--- config.mk ---
export PLATFORM = sky130hd
export DESIGN_NAME = ihe_div
export DESIGN_NICKNAME = d
export VERILOG_FILES = /design/src/hw/rtl/ihe_div.sv
export SDC_FILE = /design/constraint.sdc
export NUM_CORES = 1
export LEC_CHECK = 0
export BUFFER_PORTS_ARGS = -buffer_cell sky130_fd_sc_hd__buf_2
export CORE_ASPECT_RATIO = 0.9
export CORE_MARGIN = 10
export CORE_UTILIZATION = 60
export CTS_CLUSTER_DIAMETER = 80
export DETAILED_ROUTE_END_ITERATION = 7
export GPL_ROUTABILITY_DRIVEN = 0
export PLACE_DENSITY = 0.86
export SETUP_SLACK_MARGIN = 0.1
export SYNTH_ARGS = -nofsm -noshare
export SYNTH_HDL_FRONTEND = slang
export SYNTH_SLANG_ARGS = --single-unit
export TNS_END_PERCENT = 50
--- constraint.sdc ---
create_clock -name clk_i -period 6.8 [get_ports clk_i]
set_input_delay 1.36 -clock clk_i [delete_from_list [all_inputs] [get_ports clk_i]]
set_output_delay 1.36 -clock clk_i [all_outputs]
set_load 0.02 [all_outputs]
--- src/hw/rtl/ihe_div.sv ---
`default_nettype none
// restoring divider, one quotient bit per cycle
module ihe_div #(
  parameter int unsigned NumBits = 56,
  parameter int unsigned DenBits = 32
) (
  input  wire logic               clk_i,
  input  wire logic               rst_ni,
  input  wire logic               start_i,
  input  wire logic [NumBits-1:0] num_i,
  input  wire logic [DenBits-1:0] den_i,
  output logic                    busy_o,
  output logic [NumBits-1:0]      quo_o
);
  localparam int unsigned CntBits = $clog2(NumBits + 1);

  logic [NumBits-1:0] quo_q, quo_d;
  logic [DenBits:0]   rem_q, rem_d;
  logic [DenBits-1:0] den_q;
  logic [CntBits-1:0] cnt_q, cnt_d;
  logic               busy_q, busy_d;
  logic [DenBits:0]   trial;

  always_comb begin
    quo_d  = quo_q;
    rem_d  = rem_q;
    cnt_d  = cnt_q;
    busy_d = busy_q;
    trial  = {rem_q[DenBits-1:0], quo_q[NumBits-1]};
    if (start_i) begin
      quo_d  = num_i;
      rem_d  = '0;
      cnt_d  = CntBits'(NumBits);
      busy_d = 1'b1;
    end else if (busy_q) begin
      if (trial >= {1'b0, den_q}) begin
        rem_d = trial - {1'b0, den_q};
        quo_d = {quo_q[NumBits-2:0], 1'b1};
      end else begin
        rem_d = trial;
        quo_d = {quo_q[NumBits-2:0], 1'b0};
      end
      cnt_d = cnt_q - 1'b1;
      if (cnt_q == CntBits'(1)) busy_d = 1'b0;
    end
  end

  always_ff @(posedge clk_i or negedge rst_ni) begin
    if (!rst_ni) begin
      busy_q <= 1'b0;
      cnt_q  <= '0;
    end else begin
      busy_q <= busy_d;
      cnt_q  <= cnt_d;
    end
  end

  always_ff @(posedge clk_i) begin
    quo_q <= quo_d;
    rem_q <= rem_d;
    if (start_i) den_q <= den_i;
  end

  assign busy_o = busy_q;
  assign quo_o  = quo_q;
endmodule
`default_nettype wire

==> metrics list <==
- From bottom edge to top edge, the die measures 124 microns.
- Commonest cells after routing, fill and taps aside: sky130_fd_sc_hd__buf_2 (146), sky130_fd_sc_hd__edfxtp_1 (88), sky130_fd_sc_hd__nor2_1 (59)
- After synthesis the cells add up to 7240 sq um.
* First-pass GRT wire length: 29,300 microns
- Final critical delay including setup and external delays: 3.31 ns
- Using the TritonRoute via totals, the vias-per-cell ratio works out to 5.89.
* Power density relative to cell area: 345 nW/um^2
* Setup tns final: 0 ns
- After the first detailed-routing iteration, the DRC count stood at between 400 and 500.
- Share of synthesized cell area in full adder, half adder and majority cells: 0.0615
- Worst-margin pin slew: 0.937 ns
- Leaving out fill and tap cells, the most frequent cell in the layout is sky130_fd_sc_hd__buf_2.
- # hold bufs at CTS: 0
- Mean routed wirelength per cell: 19.0 microns
- Clock latency of the later-clocked register in the worst-skew pair: 0.43 ns
* Remaining max-slew budget at the tightest pin: 0.372
- The H-tree generated during clock tree synthesis spans 4 levels.
- Clock tree from TritonCTS: yes
* Post-Route Utilization: 0.741
* Leakage Power: 3.69 nW
- After synthesis, the largest family of logic cells by area is compound AO/OA/AOI/OAI gates.
* Number of buffers created by CTS: 17
- The number of different library cells used by synthesis comes to 75.
- After routing the design area is 8610 sq um.
- The tool flagged a number of max-cap violations equal to 0.
- The area growth from synthesis to layout is 19.0%.
* Number of sinks handled by clock tree synthesis: 127
- IR analysis of the VDD net gives a maximum drop of 0.303 mV.
* Kind of end point of the critical path: flop
- Setup violations remaining at the end of the flow were counted as 0.
- Post-CTS timing repair inserted 0 buffers for setup.
- In this run, synthesis inferred 88 flip-flops with an integrated enable.
- STA puts the critical path data required time at 7.12 ns.
* DR pass1 iterations: 5
- The tree is rooted in a sky130_fd_sc_hd__clkbuf_16.
* Initial core utilization: 0.623
- Layout cells sized above 1: 0.328
- Detailed placement ended at an HPWL of about 13,000 microns.
* Final Hold Vio Count: 0
- # resized after CTS: 0
- Dividing the final minimum period by the clock period gives 0.486.
- Critical Path Start Type: flop
* Net count after synthesis: between 700 and 800
* Combined global-route utilization of all metal layers: 0.220
* Overall power consumption: 2.97 mW
- Top fanout value on the critical path: 35
- In this run the remaining antenna-violating nets after routing total 0.
- Diode count: 0
- Routed via count: 5,653
- Entering global routing, the biggest net connects 75 pins.
- Worst setup path category: reg2reg
- The number of max-slew violations in the final report came to 0.
- Core box area: ~12,000 sq um
- After synthesis, the mean cell area works out to approximately 11 sq um.
- Final-stage net count: 916
- The number of global-route vias before repair was 5,681.
- Yosys printed 0 warnings.
- Counting flops with an async set or reset pin after synthesis yields a share of 0.0551.
- Multiplexer area fraction after synthesis: 0.115
- Ports placed on the boundary: about 150
* Number of remaining DRC errors: 0
- Clock tree skew after final layout: ~0.011 ns
- Initial antenna violation count: 0
- Port Buffer Count: 147
- The die covers 16,900 sq um.
- Drt total wl: 18,200 microns
- Placed Area: 8020 sq um
- Sequential share of the synthesized area: 0.478
- Post-Synth Simple-Gate Area: 0.111
- The synthesized-area fraction occupied by ao, oa, aoi and oai cells was 0.155.
- No sink is reached through more buffers than the 2 on the longest clock path.
- The run finished with clean final reports.
- Overflow left after global routing: 0
* RSZ-0062 raised after global routing: false
- After clock tree synthesis, the clock-pin slew on the worst setup and hold paths is 0.06 ns.
* Die extent in x: 136 microns
* Class of the tightest hold or removal check: reg2reg
- The floorplan has 37 rows.
- Peak clock frequency supported by timing: 302 MHz
* Cell count after synthesis: 650
* Synthesized flop and latch total: 127
- Data arrival time at the worst-slack endpoint: 3.62 ns
- Most used DFF post-synth: sky130_fd_sc_hd__edfxtp_1
* Post-Synth XOR/XNOR Area: 0.0315
-- critical path, cell delays in order (launching register included) --
cell,delay (ns)
sky130_fd_sc_hd__edfxtp_1,0.32
sky130_fd_sc_hd__inv_1,0.04
sky130_fd_sc_hd__ha_1,0.46
sky130_fd_sc_hd__nand3_2,0.17
sky130_fd_sc_hd__nor3_1,0.30
sky130_fd_sc_hd__nand4_1,0.20
sky130_fd_sc_hd__o31ai_4,0.33
sky130_fd_sc_hd__nor4_4,0.11
sky130_fd_sc_hd__buf_4,0.20
sky130_fd_sc_hd__nor2_8,0.54
sky130_fd_sc_hd__mux2i_1,0.17
sky130_fd_sc_hd__a211oi_1,0.33
-- synth_stat cells (9+ instances only) --
library cell | instances | area, sq um
sky130_fd_sc_hd__nor3_1 | 9 | 45.0
sky130_fd_sc_hd__nor2_1 | 59 | 221
sky130_fd_sc_hd__dfxtp_1 | 32 | 641
sky130_fd_sc_hd__o21ai_1 | 9 | 45.0
sky130_fd_sc_hd__o21ai_0 | 21 | 105
sky130_fd_sc_hd__nand2_1 | 31 | 116
sky130_fd_sc_hd__a21oi_1 | 23 | 115
sky130_fd_sc_hd__ha_1 | 34 | 425
sky130_fd_sc_hd__clkbuf_1 | 18 | 67.6
sky130_fd_sc_hd__a211oi_1 | 32 | 240
sky130_fd_sc_hd__a21o_1 | 15 | 113
sky130_fd_sc_hd__mux2i_1 | 21 | 210
sky130_fd_sc_hd__xnor2_1 | 17 | 149
sky130_fd_sc_hd__inv_1 | 46 | 173
sky130_fd_sc_hd__xor2_1 | 9 | 78.8
sky130_fd_sc_hd__edfxtp_1 | 88 | 2640
sky130_fd_sc_hd__mux2_2 | 55 | 619
-- cell families (layout without fill, tap and decap cells) --
| family | count (synthesis) | count (layout) |
|---|---|---|
| xor gates and xnor gates | 26 | 26 |
| DFF | 127 | 127 |
| and+or+nand+nor | 154 | 154 |
| muxes | 76 | 76 |
| AOI/OAI and AO/OA | 156 | 156 |
| buffers and inverters | 76 | 229 |
| adders and majority gates | 35 | 35 |
-- flip-flops by register name (all words and copies together), names as in the netlist --
register and flops:
quo_o 56, den_q 32, rem_q 32, cnt_q 6, busy_o 1
-- path summary, 6_finish.rpt --
path / startpoint / endpoint / slack, ns / cells after the start
max: den_q[19] / rem_q[17] / 3.49 / 11
max reg2reg: den_q[19] / rem_q[17] / 3.49 / 11
min reg2reg: rem_q[29] / rem_q[29] / 0.50 / 2
max in group asynchronous: rst_ni / busy_o / 5.88 / 1
min: rem_q[29] / rem_q[29] / 0.50 / 2
min in group asynchronous: rst_ni / cnt_q[5] / 0.75 / 1
-- area by class of cell --
cell class | count | area, sq um
Multi-Input combinational cell | 447 | 3430
Clock buffer | 18 | 439
Sequential cell | 127 | 3460
Timing Repair Buffer | 151 | 768
Clock inverter | 14 | 148
Tap cell | 156 | 195
Fill cell | 769 | 3010
Inverter | 46 | 173
-- stage by stage --
stage | setup WS, ns | hold WS (ns) | cells
final | 3.49 | 0.503 | 959
after global routing | 3.26 | 0.521 | 959
after CTS | 3.49 | 0.506 | 959
after detailed placement | 3.39 | 0.496 | 927
after global placement | 3.43 | 0.480 | 927
after floorplan | 3.78 | 0.460 | 650
-- report_power, final --
group	internal, mW	switching, mW	total [mW]
logic	0.438	0.600	1.04
clock network	0.526	0.373	0.899
registers	0.952	0.0852	1.04
-- routing by layer --
layer / wire, microns / track usage / vias up / share of wire
met1: 7130 / 0.240 / 2706 / 0.39
met4: 231 / 0.0612 / 0 / 0.013
li1: - / - / 2697 / -
met3: 1890 / 0.108 / 22 / 0.10
met2: 8990 / 0.375 / 228 / 0.49
met5: 0 / 0 / - / 0
Note: power is estimated with default switching activity, not from simulation.
